File: config.mk
export PLATFORM = sky130hd
export DESIGN_NAME = false_position_root_finder
export DESIGN_NICKNAME = d
export VERILOG_FILES = /design/src/design/frf_pkg.sv /design/src/design/frf_mul.sv /design/src/design/frf_div.sv /design/src/design/frf_datapath.sv /design/src/design/frf_ctrl.sv /design/src/design/false_position_root_finder.sv
export SDC_FILE = /design/constraint.sdc
export NUM_CORES = 2
export LEC_CHECK = 0
export BUFFER_PORTS_ARGS = -buffer_cell sky130_fd_sc_hd__buf_2
export CAP_MARGIN = 20
export CELL_PAD_IN_SITES_DETAIL_PLACEMENT = 2
export CELL_PAD_IN_SITES_GLOBAL_PLACEMENT = 2
export CORE_ASPECT_RATIO = 1.75
export CORE_MARGIN = 3
export CORE_UTILIZATION = 30
export CTS_CLUSTER_DIAMETER = 200
export CTS_CLUSTER_SIZE = 14
export DETAILED_ROUTE_END_ITERATION = 16
export PLACE_DENSITY_LB_ADDON = 0.2
export SETUP_SLACK_MARGIN = 0.3
export SLEW_MARGIN = 20
export SYNTH_ARGS = -nofsm -noshare
export SYNTH_HDL_FRONTEND = slang
export SYNTH_SLANG_ARGS = --single-unit
File: constraint.sdc
create_clock -name clock -period 23.5 [get_ports clock]
set_input_delay 3.525 -clock clock [delete_from_list [all_inputs] [get_ports clock]]
set_output_delay 3.525 -clock clock [all_outputs]
set_load 0.01 [all_outputs]
File: src/design/frf_pkg.sv
// ----------------------------------------------------------------------------
// frf_pkg: shared types and constants of the false position root finder
// Result status codes, register indexes and reset values, operand and
// state encodings, and the command and status groups that join the
// controller to the datapath.
// ----------------------------------------------------------------------------
package frf_pkg;

   // result status codes
   typedef enum logic [2:0] {
      STAT_CONVERGED   = 3'd0,
      STAT_NO_SIGN     = 3'd1,
      STAT_LOW_ROOT    = 3'd2,
      STAT_HIGH_ROOT   = 3'd3,
      STAT_CAP_REACHED = 3'd4
   } status_type;

   // configuration port
   localparam int CSR_INDEX_WIDTH = 1;
   localparam int CSR_DATA_WIDTH  = 31;
   localparam int TOL_WIDTH       = 31;
   localparam int ITER_WIDTH      = 16;

   localparam logic [CSR_INDEX_WIDTH-1:0] CSR_TOLERANCE      = 1'd0;
   localparam logic [CSR_INDEX_WIDTH-1:0] CSR_MAX_ITERATIONS = 1'd1;

   localparam logic [TOL_WIDTH-1:0]  TOLERANCE_RESET = 31'd1678;
   localparam logic [ITER_WIDTH-1:0] MAX_ITER_RESET  = 16'd1000;

   localparam int STATUS_WIDTH = 3;

   // multiplier operand choice
   typedef enum logic [1:0] {
      MUL_SQ_LOW,
      MUL_SQ_HIGH,
      MUL_SQ_MID,
      MUL_FP
   } mul_sel_type;

   // source of the new mid point
   typedef enum logic [1:0] {
      MID_LOW,
      MID_HIGH,
      MID_ZERO,
      MID_FP
   } mid_sel_type;

   // controller states
   typedef enum logic [3:0] {
      S_IDLE,
      S_SQ_LOW,
      S_WAIT_LOW,
      S_SQ_HIGH,
      S_WAIT_HIGH,
      S_CLASSIFY,
      S_FP_MUL,
      S_WAIT_FP_MUL,
      S_WAIT_DIV,
      S_CHECK_TOL,
      S_WAIT_MID,
      S_CHECK_MID,
      S_FINISH
   } state_type;

   // controller to datapath
   typedef struct packed {
      logic        load;
      logic        mul_start;
      mul_sel_type mul_sel;
      logic        cap_fa;
      logic        cap_fb;
      logic        cap_fm;
      logic        div_start;
      logic        mid_load;
      mid_sel_type mid_sel;
      logic        step;
      logic        out_load;
      status_type  out_status;
   } cmd_type;

   // datapath to controller
   typedef struct packed {
      logic mul_done;
      logic div_done;
      logic fa_zero;
      logic fb_zero;
      logic same_sign;
      logic tol_ok;
      logic fm_zero;
      logic cap_hit;
   } sts_type;

endpackage

File: src/design/frf_mul.sv
// ----------------------------------------------------------------------------
// frf_mul: shift and add multiplier
// Unsigned product of an AW-bit and a BW-bit operand, one multiplier bit
// per cycle from the top; done pulses once the product register is final.
// ----------------------------------------------------------------------------
module frf_mul #(
   parameter int AW = 32,
   parameter int BW = 32
) (
   input  logic             clock,
   input  logic             reset,
   input  logic             start,
   input  logic [AW-1:0]    mplr,
   input  logic [BW-1:0]    mcand,
   output logic             done,
   output logic [AW+BW-1:0] product
);

   localparam int CNTW = $clog2(AW);

   logic             busy_ff, busy_in;
   logic             done_ff, done_in;
   logic [CNTW-1:0]  cnt_ff, cnt_in;
   logic [AW-1:0]    mplr_ff, mplr_in;
   logic [BW-1:0]    mcand_ff, mcand_in;
   logic [AW+BW-1:0] acc_ff, acc_in;

   // one add and shift per cycle
   always_comb begin
      busy_in  = busy_ff;
      done_in  = 1'b0;
      cnt_in   = cnt_ff;
      mplr_in  = mplr_ff;
      mcand_in = mcand_ff;
      acc_in   = acc_ff;
      if (start) begin
         busy_in  = 1'b1;
         cnt_in   = '0;
         mplr_in  = mplr;
         mcand_in = mcand;
         acc_in   = '0;
      end else if (busy_ff) begin
         acc_in  = {acc_ff[AW+BW-2:0], 1'b0}
                 + (mplr_ff[AW-1] ? (AW+BW)'(mcand_ff) : '0);
         mplr_in = {mplr_ff[AW-2:0], 1'b0};
         cnt_in  = cnt_ff + 1'b1;
         if (cnt_ff == CNTW'(AW - 1)) begin
            busy_in = 1'b0;
            done_in = 1'b1;
         end
      end
   end

   // control registers
   always_ff @(posedge clock) begin
      if (reset) begin
         busy_ff <= 1'b0;
         done_ff <= 1'b0;
         cnt_ff  <= '0;
      end else begin
         busy_ff <= busy_in;
         done_ff <= done_in;
         cnt_ff  <= cnt_in;
      end
   end

   // operand and product registers
   always_ff @(posedge clock) begin
      mplr_ff  <= mplr_in;
      mcand_ff <= mcand_in;
      acc_ff   <= acc_in;
   end

   assign done    = done_ff;
   assign product = acc_ff;

endmodule

File: src/design/frf_div.sv
// ----------------------------------------------------------------------------
// frf_div: restoring divider
// Divides {rem_init, dividend_low} by divisor, one quotient bit per cycle.
// The caller guarantees rem_init below divisor, so QW quotient bits suffice.
// ----------------------------------------------------------------------------
module frf_div #(
   parameter int QW = 32,
   parameter int DW = 32
) (
   input  logic          clock,
   input  logic          reset,
   input  logic          start,
   input  logic [DW-1:0] rem_init,
   input  logic [QW-1:0] dividend_low,
   input  logic [DW-1:0] divisor,
   output logic          done,
   output logic [QW-1:0] quotient
);

   localparam int CNTW = $clog2(QW);

   logic            busy_ff, busy_in;
   logic            done_ff, done_in;
   logic [CNTW-1:0] cnt_ff, cnt_in;
   logic [DW-1:0]   rem_ff, rem_in;
   logic [DW-1:0]   dvs_ff, dvs_in;
   logic [QW-1:0]   low_ff, low_in;
   logic [QW-1:0]   quo_ff, quo_in;
   logic [DW:0]     trial;
   logic            fits;

   // trial subtract of the shifted remainder
   assign trial = {rem_ff, low_ff[QW-1]};
   assign fits  = trial >= {1'b0, dvs_ff};

   always_comb begin
      busy_in = busy_ff;
      done_in = 1'b0;
      cnt_in  = cnt_ff;
      rem_in  = rem_ff;
      dvs_in  = dvs_ff;
      low_in  = low_ff;
      quo_in  = quo_ff;
      if (start) begin
         busy_in = 1'b1;
         cnt_in  = '0;
         rem_in  = rem_init;
         dvs_in  = divisor;
         low_in  = dividend_low;
         quo_in  = '0;
      end else if (busy_ff) begin
         rem_in = fits ? DW'(trial - {1'b0, dvs_ff}) : trial[DW-1:0];
         low_in = {low_ff[QW-2:0], 1'b0};
         quo_in = {quo_ff[QW-2:0], fits};
         cnt_in = cnt_ff + 1'b1;
         if (cnt_ff == CNTW'(QW - 1)) begin
            busy_in = 1'b0;
            done_in = 1'b1;
         end
      end
   end

   // control registers
   always_ff @(posedge clock) begin
      if (reset) begin
         busy_ff <= 1'b0;
         done_ff <= 1'b0;
         cnt_ff  <= '0;
      end else begin
         busy_ff <= busy_in;
         done_ff <= done_in;
         cnt_ff  <= cnt_in;
      end
   end

   // working registers
   always_ff @(posedge clock) begin
      rem_ff <= rem_in;
      dvs_ff <= dvs_in;
      low_ff <= low_in;
      quo_ff <= quo_in;
   end

   assign done     = done_ff;
   assign quotient = quo_ff;

endmodule

File: src/design/frf_datapath.sv
// ----------------------------------------------------------------------------
// frf_datapath: interval registers, function evaluation and result register
// Holds the interval ends, the signs and magnitudes of f at both ends and at
// the mid point, the iteration count, the configuration registers and the
// result register; drives the shared multiplier and the divider.
// ----------------------------------------------------------------------------
module frf_datapath #(
   parameter int DATA_WIDTH = 32,
   parameter int FRAC_BITS  = 24
) (
   input  logic                                 clock,
   input  logic                                 reset,
   input  logic                                 csr_write,
   input  logic [frf_pkg::CSR_INDEX_WIDTH-1:0]  csr_index,
   input  logic [frf_pkg::CSR_DATA_WIDTH-1:0]   csr_data,
   input  logic signed [DATA_WIDTH-1:0]         req_interval_low,
   input  logic signed [DATA_WIDTH-1:0]         req_interval_high,
   input  frf_pkg::cmd_type                     cmd,
   output frf_pkg::sts_type                     sts,
   output logic signed [DATA_WIDTH-1:0]         rsp_root,
   output logic [frf_pkg::ITER_WIDTH-1:0]       rsp_iterations,
   output logic [frf_pkg::STATUS_WIDTH-1:0]     rsp_status
);

   import frf_pkg::*;

   localparam int W   = DATA_WIDTH;
   localparam int F   = FRAC_BITS;
   // shifted square, compare width, magnitude (saturated at 2^62-1)
   localparam int SQW = 2 * W - F;
   localparam int EW  = (SQW > F + 2) ? SQW : F + 2;
   localparam int MW  = (EW > 62) ? 62 : EW;
   localparam int XW  = EW + 63;
   // multiplicand, product, divisor and tolerance compare widths
   localparam int CW  = (W > MW) ? W : MW;
   localparam int PW  = W + CW;
   localparam int DW  = MW + 1;
   localparam int TW  = (W > TOL_WIDTH) ? W : TOL_WIDTH;

   logic signed [W-1:0] low_ff, low_in, high_ff, high_in, mid_ff, mid_in;
   logic                fa_neg_ff, fa_neg_in, fb_neg_ff, fb_neg_in, fm_neg_ff, fm_neg_in;
   logic [MW-1:0]       fa_mag_ff, fa_mag_in, fb_mag_ff, fb_mag_in, fm_mag_ff, fm_mag_in;
   logic [ITER_WIDTH-1:0] cnt_ff, cnt_in;
   logic [TOL_WIDTH-1:0]  tol_ff, tol_in;
   logic [ITER_WIDTH-1:0] max_iter_ff, max_iter_in;
   logic signed [W-1:0]   root_ff, root_in;
   logic [ITER_WIDTH-1:0] iter_ff, iter_in;
   logic [STATUS_WIDTH-1:0] stat_ff, stat_in;

   logic [W-1:0]  low_abs, high_abs, mid_abs;
   logic [W:0]    low_x, mid_x, span, span_abs_x, sep, sep_abs_x;
   logic          span_neg;
   logic [W-1:0]  mul_mplr;
   logic [CW-1:0] mul_mcand;
   logic          mul_done;
   logic [PW-1:0] mul_product;
   logic [EW-1:0] sq_e, two_e, fdiff;
   logic [XW-1:0] fdiff_x;
   logic          f_neg;
   logic [MW-1:0] f_mag;
   logic [DW-1:0] div_rem_init, div_divisor;
   logic          div_done;
   logic [W-1:0]  quot;
   logic [W:0]    fp_x;
   logic [W-1:0]  fp_mid;

   // magnitudes and interval span
   assign low_abs    = low_ff[W-1]  ? W'(-low_ff)  : W'(low_ff);
   assign high_abs   = high_ff[W-1] ? W'(-high_ff) : W'(high_ff);
   assign mid_abs    = mid_ff[W-1]  ? W'(-mid_ff)  : W'(mid_ff);
   assign low_x      = {low_ff[W-1], low_ff};
   assign mid_x      = {mid_ff[W-1], mid_ff};
   assign span       = {high_ff[W-1], high_ff} - low_x;
   assign span_neg   = span[W];
   assign span_abs_x = span_neg ? (~span + 1'b1) : span;

   // multiplier operand selection
   always_comb begin
      case (cmd.mul_sel)
         MUL_SQ_LOW: begin
            mul_mplr  = low_abs;
            mul_mcand = CW'(low_abs);
         end
         MUL_SQ_HIGH: begin
            mul_mplr  = high_abs;
            mul_mcand = CW'(high_abs);
         end
         MUL_SQ_MID: begin
            mul_mplr  = mid_abs;
            mul_mcand = CW'(mid_abs);
         end
         MUL_FP: begin
            mul_mplr  = span_abs_x[W-1:0];
            mul_mcand = CW'(fa_mag_ff);
         end
         default: begin
            mul_mplr  = low_abs;
            mul_mcand = CW'(low_abs);
         end
      endcase
   end

   frf_mul #(
      .AW (W),
      .BW (CW)
   ) u_mul (
      .clock   (clock),
      .reset   (reset),
      .start   (cmd.mul_start),
      .mplr    (mul_mplr),
      .mcand   (mul_mcand),
      .done    (mul_done),
      .product (mul_product)
   );

   // f(x) = floor(x*x / 2^F) - 2, as sign and saturated magnitude
   assign sq_e    = EW'(mul_product[2*W-1:F]);
   assign two_e   = EW'(1) << (F + 1);
   assign f_neg   = sq_e < two_e;
   assign fdiff   = f_neg ? (two_e - sq_e) : (sq_e - two_e);
   assign fdiff_x = XW'(fdiff);
   assign f_mag   = (|fdiff_x[XW-1:62]) ? {MW{1'b1}} : fdiff_x[MW-1:0];

   // false position offset: |span| * |f(low)| / (|f(low)| + |f(high)|)
   assign div_rem_init = DW'(mul_product >> W);
   assign div_divisor  = DW'(fa_mag_ff) + DW'(fb_mag_ff);

   frf_div #(
      .QW (W),
      .DW (DW)
   ) u_div (
      .clock        (clock),
      .reset        (reset),
      .start        (cmd.div_start),
      .rem_init     (div_rem_init),
      .dividend_low (mul_product[W-1:0]),
      .divisor      (div_divisor),
      .done         (div_done),
      .quotient     (quot)
   );

   // new point, offset from the low end towards the high end
   assign fp_x   = span_neg ? (low_x - (W+1)'(quot)) : (low_x + (W+1)'(quot));
   assign fp_mid = fp_x[W-1:0];

   // distance of the mid point from the low end
   assign sep       = low_x - mid_x;
   assign sep_abs_x = sep[W] ? (~sep + 1'b1) : sep;

   // interval, function values and count
   always_comb begin
      low_in    = low_ff;
      high_in   = high_ff;
      mid_in    = mid_ff;
      fa_neg_in = fa_neg_ff;
      fa_mag_in = fa_mag_ff;
      fb_neg_in = fb_neg_ff;
      fb_mag_in = fb_mag_ff;
      fm_neg_in = fm_neg_ff;
      fm_mag_in = fm_mag_ff;
      cnt_in    = cnt_ff;
      if (cmd.load) begin
         low_in  = req_interval_low;
         high_in = req_interval_high;
         cnt_in  = '0;
      end
      if (cmd.cap_fa) begin
         fa_neg_in = f_neg;
         fa_mag_in = f_mag;
      end
      if (cmd.cap_fb) begin
         fb_neg_in = f_neg;
         fb_mag_in = f_mag;
      end
      if (cmd.cap_fm) begin
         fm_neg_in = f_neg;
         fm_mag_in = f_mag;
      end
      if (cmd.mid_load) begin
         case (cmd.mid_sel)
            MID_LOW:  mid_in = low_ff;
            MID_HIGH: mid_in = high_ff;
            MID_ZERO: mid_in = '0;
            MID_FP:   mid_in = fp_mid;
            default:  mid_in = '0;
         endcase
      end
      // replace the end whose sign matches f at the mid point
      if (cmd.step) begin
         if (fm_neg_ff != fa_neg_ff) begin
            high_in   = mid_ff;
            fb_neg_in = fm_neg_ff;
            fb_mag_in = fm_mag_ff;
         end else begin
            low_in    = mid_ff;
            fa_neg_in = fm_neg_ff;
            fa_mag_in = fm_mag_ff;
         end
         cnt_in = cnt_ff + 1'b1;
      end
   end

   // configuration writes
   always_comb begin
      tol_in      = tol_ff;
      max_iter_in = max_iter_ff;
      if (csr_write) begin
         case (csr_index)
            CSR_TOLERANCE:      tol_in      = csr_data[TOL_WIDTH-1:0];
            CSR_MAX_ITERATIONS: max_iter_in = csr_data[ITER_WIDTH-1:0];
            default: begin
               tol_in      = tol_ff;
               max_iter_in = max_iter_ff;
            end
         endcase
      end
   end

   // result register
   always_comb begin
      root_in = root_ff;
      iter_in = iter_ff;
      stat_in = stat_ff;
      if (cmd.out_load) begin
         root_in = mid_ff;
         iter_in = cnt_ff;
         stat_in = cmd.out_status;
      end
   end

   always_ff @(posedge clock) begin
      if (reset) begin
         tol_ff      <= TOLERANCE_RESET;
         max_iter_ff <= MAX_ITER_RESET;
      end else begin
         tol_ff      <= tol_in;
         max_iter_ff <= max_iter_in;
      end
   end

   always_ff @(posedge clock) begin
      low_ff    <= low_in;
      high_ff   <= high_in;
      mid_ff    <= mid_in;
      fa_neg_ff <= fa_neg_in;
      fa_mag_ff <= fa_mag_in;
      fb_neg_ff <= fb_neg_in;
      fb_mag_ff <= fb_mag_in;
      fm_neg_ff <= fm_neg_in;
      fm_mag_ff <= fm_mag_in;
      cnt_ff    <= cnt_in;
      root_ff   <= root_in;
      iter_ff   <= iter_in;
      stat_ff   <= stat_in;
   end

   // status towards the controller
   assign sts.mul_done  = mul_done;
   assign sts.div_done  = div_done;
   assign sts.fa_zero   = (fa_mag_ff == '0);
   assign sts.fb_zero   = (fb_mag_ff == '0);
   assign sts.same_sign = (fa_neg_ff == fb_neg_ff);
   assign sts.tol_ok    = TW'(sep_abs_x[W-1:0]) <= TW'(tol_ff);
   assign sts.fm_zero   = (fm_mag_ff == '0);
   assign sts.cap_hit   = (cnt_ff >= max_iter_ff);

   assign rsp_root       = root_ff;
   assign rsp_iterations = iter_ff;
   assign rsp_status     = stat_ff;

endmodule

File: src/design/frf_ctrl.sv
// ----------------------------------------------------------------------------
// frf_ctrl: sequencing controller
// Steps one interval through end evaluation, classification and the false
// position loop, and owns the input stall and the result valid flag.
// ----------------------------------------------------------------------------
module frf_ctrl (
   input  logic             clock,
   input  logic             reset,
   input  logic             req_valid,
   output logic             req_stall,
   output logic             rsp_valid,
   input  logic             rsp_stall,
   input  frf_pkg::sts_type sts,
   output frf_pkg::cmd_type cmd
);

   import frf_pkg::*;

   state_type  state_ff, state_in;
   status_type status_ff, status_in;
   logic       rsp_valid_ff, rsp_valid_in;

   // state register
   always_ff @(posedge clock) begin
      if (reset) begin
         state_ff     <= S_IDLE;
         rsp_valid_ff <= 1'b0;
      end else begin
         state_ff     <= state_in;
         rsp_valid_ff <= rsp_valid_in;
      end
   end

   always_ff @(posedge clock) begin
      status_ff <= status_in;
   end

   // next state and commands
   always_comb begin
      state_in       = state_ff;
      status_in      = status_ff;
      cmd            = '0;
      cmd.mul_sel    = MUL_SQ_LOW;
      cmd.mid_sel    = MID_LOW;
      cmd.out_status = status_ff;
      rsp_valid_in   = rsp_valid_ff & rsp_stall;
      case (state_ff)
         S_IDLE: begin
            if (req_valid) begin
               cmd.load = 1'b1;
               state_in = S_SQ_LOW;
            end
         end
         S_SQ_LOW: begin
            cmd.mul_start = 1'b1;
            cmd.mul_sel   = MUL_SQ_LOW;
            state_in      = S_WAIT_LOW;
         end
         S_WAIT_LOW: begin
            if (sts.mul_done) begin
               cmd.cap_fa = 1'b1;
               state_in   = S_SQ_HIGH;
            end
         end
         S_SQ_HIGH: begin
            cmd.mul_start = 1'b1;
            cmd.mul_sel   = MUL_SQ_HIGH;
            state_in      = S_WAIT_HIGH;
         end
         S_WAIT_HIGH: begin
            if (sts.mul_done) begin
               cmd.cap_fb = 1'b1;
               state_in   = S_CLASSIFY;
            end
         end
         // end roots and missing sign change finish at once
         S_CLASSIFY: begin
            if (sts.fa_zero) begin
               cmd.mid_load = 1'b1;
               cmd.mid_sel  = MID_LOW;
               status_in    = STAT_LOW_ROOT;
               state_in     = S_FINISH;
            end else if (sts.fb_zero) begin
               cmd.mid_load = 1'b1;
               cmd.mid_sel  = MID_HIGH;
               status_in    = STAT_HIGH_ROOT;
               state_in     = S_FINISH;
            end else if (sts.same_sign) begin
               cmd.mid_load = 1'b1;
               cmd.mid_sel  = MID_ZERO;
               status_in    = STAT_NO_SIGN;
               state_in     = S_FINISH;
            end else begin
               state_in = S_FP_MUL;
            end
         end
         S_FP_MUL: begin
            cmd.mul_start = 1'b1;
            cmd.mul_sel   = MUL_FP;
            state_in      = S_WAIT_FP_MUL;
         end
         S_WAIT_FP_MUL: begin
            if (sts.mul_done) begin
               cmd.div_start = 1'b1;
               state_in      = S_WAIT_DIV;
            end
         end
         S_WAIT_DIV: begin
            if (sts.div_done) begin
               cmd.mid_load = 1'b1;
               cmd.mid_sel  = MID_FP;
               state_in     = S_CHECK_TOL;
            end
         end
         S_CHECK_TOL: begin
            if (sts.tol_ok) begin
               status_in = STAT_CONVERGED;
               state_in  = S_FINISH;
            end else begin
               cmd.mul_start = 1'b1;
               cmd.mul_sel   = MUL_SQ_MID;
               state_in      = S_WAIT_MID;
            end
         end
         S_WAIT_MID: begin
            if (sts.mul_done) begin
               cmd.cap_fm = 1'b1;
               state_in   = S_CHECK_MID;
            end
         end
         // exact root, cap, or another refinement
         S_CHECK_MID: begin
            if (sts.fm_zero) begin
               status_in = STAT_CONVERGED;
               state_in  = S_FINISH;
            end else if (sts.cap_hit) begin
               status_in = STAT_CAP_REACHED;
               state_in  = S_FINISH;
            end else begin
               cmd.step = 1'b1;
               state_in = S_FP_MUL;
            end
         end
         // wait for the result register to be free
         S_FINISH: begin
            if (!rsp_valid_ff || !rsp_stall) begin
               cmd.out_load = 1'b1;
               rsp_valid_in = 1'b1;
               state_in     = S_IDLE;
            end
         end
         default: begin
            state_in = S_IDLE;
         end
      endcase
   end

   assign req_stall = (state_ff != S_IDLE);
   assign rsp_valid = rsp_valid_ff;

endmodule

File: src/design/false_position_root_finder.sv
// ----------------------------------------------------------------------------
// false_position_root_finder: root of f(x) = x*x - 2 by false position
// Takes an interval [low, high] in signed fixed point and returns the
// refined root, the number of refinements and a status code.
//
// Input transfer: req_valid high and req_stall low; req_interval_low and
// req_interval_high are the two ends. One interval is worked at a time;
// req_stall is low only while the block is idle.
// Result transfer: rsp_valid high and rsp_stall low; rsp_root,
// rsp_iterations and rsp_status stay in an output register until taken,
// and the next interval is accepted while a result waits there.
// The multiplier and divider give one bit a cycle. The next interval is
// taken the cycle after the result is loaded.
// Configuration: csr_write with csr_index and csr_data writes tolerance or
// max_iterations. The user must write only while idle; it is not enforced.
// Reset (synchronous) returns the block to idle with no result pending
// and restores tolerance 1678 and max_iterations 1000.
// ----------------------------------------------------------------------------
module false_position_root_finder #(
   parameter int DATA_WIDTH = 32,
   parameter int FRAC_BITS  = 24
) (
   input  logic                                 clock,
   input  logic                                 reset,
   input  logic                                 csr_write,
   input  logic [frf_pkg::CSR_INDEX_WIDTH-1:0]  csr_index,
   input  logic [frf_pkg::CSR_DATA_WIDTH-1:0]   csr_data,
   input  logic                                 req_valid,
   output logic                                 req_stall,
   input  logic signed [DATA_WIDTH-1:0]         req_interval_low,
   input  logic signed [DATA_WIDTH-1:0]         req_interval_high,
   output logic                                 rsp_valid,
   input  logic                                 rsp_stall,
   output logic signed [DATA_WIDTH-1:0]         rsp_root,
   output logic [frf_pkg::ITER_WIDTH-1:0]       rsp_iterations,
   output logic [frf_pkg::STATUS_WIDTH-1:0]     rsp_status
);

   import frf_pkg::*;

   cmd_type cmd;
   sts_type sts;

   // sequencing
   frf_ctrl u_ctrl (
      .clock     (clock),
      .reset     (reset),
      .req_valid (req_valid),
      .req_stall (req_stall),
      .rsp_valid (rsp_valid),
      .rsp_stall (rsp_stall),
      .sts       (sts),
      .cmd       (cmd)
   );

   // arithmetic and storage
   frf_datapath #(
      .DATA_WIDTH (DATA_WIDTH),
      .FRAC_BITS  (FRAC_BITS)
   ) u_datapath (
      .clock             (clock),
      .reset             (reset),
      .csr_write         (csr_write),
      .csr_index         (csr_index),
      .csr_data          (csr_data),
      .req_interval_low  (req_interval_low),
      .req_interval_high (req_interval_high),
      .cmd               (cmd),
      .sts               (sts),
      .rsp_root          (rsp_root),
      .rsp_iterations    (rsp_iterations),
      .rsp_status        (rsp_status)
   );

`ifndef ASSERT_OFF
   // an accepted interval makes the block busy
   a_busy_after_accept: assert property (@(posedge clock) disable iff (reset)
      (req_valid && !req_stall) |=> req_stall)
      else $error("block took no notice of an accepted interval");

   // a waiting result is never overwritten
   a_no_overwrite: assert property (@(posedge clock) disable iff (reset)
      cmd.out_load |-> (!rsp_valid || !rsp_stall))
      else $error("result register loaded while a result waits");

   // a loaded result is presented next cycle
   a_result_shown: assert property (@(posedge clock) disable iff (reset)
      cmd.out_load |=> rsp_valid)
      else $error("loaded result not presented");

   // refinement only when neither exact root nor cap ends the run
   a_step_legal: assert property (@(posedge clock) disable iff (reset)
      cmd.step |-> (!sts.fm_zero && !sts.cap_hit))
      else $error("refinement past an exact root or the cap");
`endif

endmodule

# After elaboration in Yosys (flattened, before gate mapping)
# Cells that the tools add are included.
[word_totals]
regBits = 645
wordCells = 201
out_inout_bits = 53
input_bits = 101
[classes]
n_mux = 88
n_eq_ne = 32
n_reduce_logical = 22
addsub = 17
order_cmp = 4
bitwise = 6
[ops]
columns = ["op", "count"]
rows = [
  ["2-to-1 mux 32 bit", 16],
  ["2-to-1 mux 40 bit", 10],
  ["case mux 32 bit (4 select lines)", 2],
  ["case mux 40 bit (4 select lines)", 1],
  ["logical NOT 40 bit", 3],
  ["negator 32 bit", 3],
  ["adder 72 bit", 1],
  ["subtractor 32 x 32 -> 33 bit", 2],
  ["adder 32 x 1 -> 32 bit (second input constant)", 2],
  ["NOT 32 bit", 2],
  ["case mux 4 bit (13 select lines)", 1],
  ["2-to-1 mux 4 bit", 12],
  ["greater-or-equal comparator 42 x 41 -> 1 bit", 1],
  ["adder 40 x 40 -> 41 bit", 1],
  ["2-to-1 mux 41 bit", 1],
  ["subtractor 41 bit", 1],
  ["< comparator 40 x 26 -> 1 bit (second input constant)", 1],
  ["subtractor 26 x 40 -> 40 bit (first input constant)", 1],
  ["subtractor 40 x 26 -> 40 bit (second input constant)", 1],
  ["2-to-1 mux 3 bit", 12],
  ["adder 32 bit", 1],
  ["less-or-equal comparator 32 x 31 -> 1 bit", 1],
  ["2-to-1 mux 16 bit", 2],
  ["subtractor 32 bit", 1],
  ["34 further kinds", 90],
]

# Depth between registers and ports, before layout
[logic_depth]
depth_word = 10
ltp_mapped = 31
mapped_depth_nobuf = 29

# Cells and area by module
# From an unflattened synthesis, not the netlist that was laid out.
[hier_totals]
hier_cells = 5287
area_unflattened_um2 = 45608.7
[modules_own_cells]
columns = ["module", "n_inst", "seq_area_each_um2", "area_per_inst_um2", "cells_each"]
rows = [
  ["frf_datapath", 1, 8067.7, 27373.8, 3441],
  ["frf_div", 1, 4204.0, 8882.3, 865],
  ["frf_mul", 1, 3743.6, 8669.6, 888],
  ["frf_ctrl", 1, 190.2, 683.2, 93],
]

# Worst setup path before layout
# Ideal clock, no wire load.
[synth_path]
kind = "register to register"
startpoint = "register u_datapath.mid_ff[2]"
endpoint = "register u_datapath.u_mul.mplr_ff[0] (enable)"
n_path_buf = 3
arrival_time_ns = 6.861
required_ns = 22.939
setup_ns = 0.561
path_stages_with_launch = 30
period_less_slack_ns = 7.422
slack_ns = 16.078
cell_sequence = "edfxtp_1 > clkbuf_1 > inv_1 > ha_1 > o21ai_1 > a21oi_1 > o221a_2 > o21a_1 > o32a_1 > or4_4 > nor3_1 > nand3_1 > or4_1 > nor2_1 > nor2_1 > xor2_1 > ha_1 > a21o_1 > a21o_1 > a21oi_1 > nor2b_1 > o21ai_0 > o21ai_0 > o41ai_1 > nand2b_1 > mux2i_1 > or2_1 > clkbuf_1 > buf_2 > nand3_1"
[synth_between]
elab_chain_cells = 8
[synth_lines]
columns = ["item", "line_no", "text"]
rows = [
  ["start, declared", "frf_datapath.sv:40", "logic signed [W-1:0] low_ff, low_in, high_ff, high_in, mid_ff, mid_in;"],
  ["start signal, assigned", "frf_datapath.sv:244", "mid_ff <= mid_in;"],
  ["subtractor 32 x 32 -> 33 bit (*)", "frf_datapath.sv:147", "assign sep = low_x - mid_x;"],
  ["NOT 32 bit", "frf_datapath.sv:148", "assign sep_abs_x = sep[W] ? (~sep + 1'b1) : sep;"],
  ["adder 32 x 1 -> 32 bit", "frf_datapath.sv:148", ""],
  ["2-to-1 mux 32 bit (*)", "frf_datapath.sv:148", ""],
  ["less-or-equal comparator 32 x 31 -> 1 bit (*)", "frf_datapath.sv:263", "assign sts.tol_ok = TW'(sep_abs_x[W-1:0]) <= TW'(tol_ff);"],
  ["2-to-1 mux 3 bit (*)", "frf_ctrl.sv:116", "if (sts.tol_ok) begin"],
  ["case mux 3 bit (4 select lines) (*)", "frf_ctrl.sv:47", "case (state_ff)"],
  ["nonzero test 2 bit (no line) (*)", "--", ""],
  ["end signal, assigned", "frf_mul.sv:69", "mplr_ff <= mplr_in;"],
  ["end, declared", "frf_mul.sv:24", "logic [AW-1:0] mplr_ff, mplr_in;"],
]
# Every way passes the cells marked *; elsewhere a longest branch is shown, timed or not.
# A chain may end at the register's enable or synchronous reset.

# Worst setup path in the final report
[layout_path]
startpoint = "register u_datapath.mid_ff[8]"
endpoint = "register u_datapath.u_mul.mplr_ff[28] (data pin)"
[layout_between]
elab_chain_cells = 10
elab_cells_between_ends = 15
classes_between = "add/sub: 3; order compare: 1; eq/ne: 3; mux: 6; bitwise: 1; reduce/logical: 1"
[layout_lines]
columns = ["item", "line_no", "text"]
rows = [
  ["subtractor 32 x 32 -> 33 bit", "frf_datapath.sv:147", ""],
  ["NOT 32 bit", "frf_datapath.sv:148", ""],
  ["adder 32 x 1 -> 32 bit", "frf_datapath.sv:148", ""],
  ["2-to-1 mux 32 bit", "frf_datapath.sv:148", ""],
  ["less-or-equal comparator 32 x 31 -> 1 bit", "frf_datapath.sv:263", ""],
  ["2-to-1 mux 3 bit", "frf_ctrl.sv:116", ""],
  ["case mux 3 bit (4 select lines)", "frf_ctrl.sv:47", ""],
  ["== test 2 bit (tied with other cells)", "frf_datapath.sv:79", "case (cmd.mul_sel)"],
  ["case mux 32 bit (4 select lines)", "frf_datapath.sv:79", ""],
  ["2-to-1 mux 32 bit (*)", "frf_mul.sv:36", "if (start) begin"],
  ["net u_datapath.u_mul.mplr_in[28]", "frf_mul.sv:24", ""],
]
# Mark *: on every way through the listed nets, which the timed path passes. The rest lies on a longest branch.

==> results.toml <==
[status]
status = "completed"

[critical_path]
worstSetupPathType = "reg2reg"
slowest_delay_ns = 0.69
worstPathArrival_ns = 9.36
path_max_fanout = 100
endpoint_kind = "flop"
crit_required_ns = 23.92
cp_slowest_cell = "buf_6"
startpoint_type = "flop"

[power_and_ir_drop]
power_frac_seq_pct = 26.0
clkPwrFrac_pct = 13.2
p_int_mw = 3.374
p_sw_share_pct = 49.87
combPwrFrac_pct = 60.8
p_leak_nw = 19.50
ir_drop_uv = 78.73
power_density_nw_per_um2 = 138.7
switchingPower_mw = 3.356

[detailed_routing]
drt_first_pass_iters = 5
wl_mm = 190.4
drc = 0
vias = 39340
via_per_inst = 5.514
drtIter0Drc = 1714
wl_per_cell_um = 26.68
drtAntennaViolNets = 0

[synth]
avgSynthCellArea_um2 = 8.495
synthTopCellsByCount = "665 x nand2_1, 453 x nor2_1, 408 x o21ai_0"
synth-seq-cells = 645
synthesis.nets = 5581
yosysMostFrequentCell = "nand2_1"
synth_cell_types = 90
yosysTopAreaCell = "edfxtp_1"
syn_inst = 5196
async_flop_share_pct = 0
synthTopCellsByArea = "edfxtp_1 22%, dfxtp_1 14%, ha_1 7.9%, xnor2_1 6.0%, nand2_1 5.7%"
yosysSeqAreaShare_pct = 36.69
yosys_warnings = 0
synth_area_um2 = 44140
yosysTopAreaCellShare_pct = 22.31
ys.flop_type = "edfxtp_1"
synth_edf_count = 328

[floorplan]
die-area_um2 = 151900
initial_core_util_pct = 30.32
die_h_um = 513.4
io_pins = 154
fp-row-count = 185
die_x_um = 296.0
core_area_um2 = 145600

[global_routing]
grt_overflow = 0
grt_usage_pct = 24.61
grt_pass1_wl_mm = 281.3
grt_max_degree = 101
grt_pass1_vias = 43140
antenna_found_initial = 9

[timing]
fin_setup_tns_ns = 0
finClkSkew_ns = 0.02969
timing.final.crit_share_pct = 38.06
fin_ws_ns = 14.56
rsz0062_at_grt = "no"
clock.fmax_mhz = 111.8
slew_headroom_pct = 24.34
worst_pin_slew_ns = 1.125
hold_viol_final = 0
slew_violations = 0
fin_crit_ns = 8.944
setup_viol = 0

[clock_network]
clock_path_buffers = 3
ctsResizeCount = 0
numCtsBuffers = 52
cts_setup_buffers = 0
clkTransAtPathRegs_ns = 0.08
postCtsHoldBufs = 0
cts_tree = "yes"
clock-sinks = 645
cts_root_buf = "clkbuf_16"
clk_latency_ns = 0.68
htreeDepth = 2

[cells_and_area]
drive_gt1_share_pct = 6.750
multi_input_area_um2 = 26050
fillers = 16370
area_delta_synth_final_pct = 9.907
nNetsFinal = 5603
area.sequential_um2 = 16200

[place]
dp_slack_ns = 14.32
hpwl_mm = 153.4
gp_congestion = 0.9342
portBuffers = 153

[min_path]
hold_class = "reg2reg"

[flow_run]
cap_viol_max_count = 0
## cell families after synthesis
logic type | count (synthesis) | synth area share [%]
simple gates | 1759 | 18.50
compound gates | 1330 | 18.67
flops | 645 | 36.69
buf+inv | 536 | 4.618
xor+xnor | 433 | 8.592
fa+ha+maj | 284 | 8.153
mux | 209 | 4.771
## registers in the layout (all words and copies together) (netlist names), 4 cells and up
name	cells
u_datapath.rsp_root	32
u_datapath.fb_mag_ff	40
u_datapath.u_mul.cnt_ff	5
u_datapath.u_div.quotient	32
u_datapath.u_mul.mplr_ff	32
u_datapath.u_mul.product	72
u_datapath.cnt_ff	16
u_datapath.rsp_iterations	16
u_datapath.low_ff	32
u_datapath.mid_ff	32
u_datapath.fa_mag_ff	40
u_datapath.tol_ff	31
u_ctrl.state_ff	4
u_datapath.u_mul.mcand_ff	40
u_datapath.fm_mag_ff	40
u_datapath.u_div.low_ff	32
u_datapath.u_div.rem_ff	41
u_datapath.u_div.cnt_ff	5
u_datapath.high_ff	32
u_datapath.max_iter_ff	16
u_datapath.u_div.dvs_ff	41
## path summary, 6_finish.rpt
| path | startpoint | to | slack, ns | depth (start not counted) |
|---|---|---|---|---|
| hold reg to reg | u_ctrl.status_ff[2] | u_datapath.rsp_status[2] | 0.42 | 0 |
| setup reg to reg | u_datapath.mid_ff[8] | u_datapath.u_mul.mplr_ff[28] | 14.56 | 29 |
| setup / recovery | u_datapath.mid_ff[8] | u_datapath.u_mul.mplr_ff[28] | 14.56 | 29 |
| hold / removal | u_ctrl.status_ff[2] | u_datapath.rsp_status[2] | 0.42 | 0 |
## power by group through the flow
stage                     logic (mW)  clock network (mW)  registers, mW
after global placement          3.99                   0           1.77
after global routing            4.48               0.951           1.78
after detailed placement        4.09                   0           1.78
final                           4.09               0.889           1.75
after CTS                       4.11               0.924           1.75
after floorplan                 2.81                   0           1.60
## final cells by class
| class | count | area share [%] |
|---|---|---|
| multi-input cells | 4015 | 53.69 |
| well taps | 1870 | 4.823 |
| diodes | 5 | 0.02579 |
| clock buffers | 91 | 2.984 |
| inverters | 268 | 2.079 |
| clock inverters | 4 | 0.1315 |
| flip-flops and latches | 645 | 33.40 |
| repair buffers | 236 | 2.871 |
## cell usage in the layout (no fill, tap or decap), types with 39 or more instances in the layout
master	n
a211oi_1	56
a21o_1	113
a21oi_1	353
and2_1	54
and3_1	44
buf_2	153
buf_4	82
clkbuf_1	39
clkbuf_16	52
dfxtp_1	315
edfxtp_1	328
ha_1	278
inv_1	265
mux2i_1	200
nand2_1	665
nand2b_1	49
nand3_1	97
nand4_1	52
nor2_1	450
nor2b_1	54
nor3_1	84
nor4_1	55
o21a_1	44
o21ai_0	408
o31ai_1	47
xnor2_1	303
xor2_1	130
## per-layer routing
layer  track usage (%)  vias up  wire (µm)
li1                  -    18540          -
met5                 0        -          0
met1             23.89    19850      66670
met3             1.910      345       3854
met2             49.51      604     106300
met4             14.47        0      13530
## worst max-delay path, delay by kind of cell, from the launching register on
kind	cells	cell delay, ns
AND/OR/NAND/NOR	9	2.49
buffers and inverters	4	1.73
AO/OA/AOI/OAI	12	2.98
adder cells (fa/ha/maj)	2	0.71
flip-flops	1	0.53
multiplexers	1	0.08
XOR/XNOR	1	0.08
## through the flow
step	total power, mW	hold slack, ns	instances	cell area, µm²	util (%)
final	6.730	0.4229	7134	48510	33.32
after CTS	6.784	0.4298	7129	48500	33.31
after floorplan	4.417	0.4003	5196	44140	-
after detailed placement	5.863	0.4084	7034	46980	32.27
after global routing	7.207	0.4288	7131	48500	33.31
after global placement	5.762	0.4100	7034	46980	32.27
Note: power is estimated with default switching activity, not from simulation.
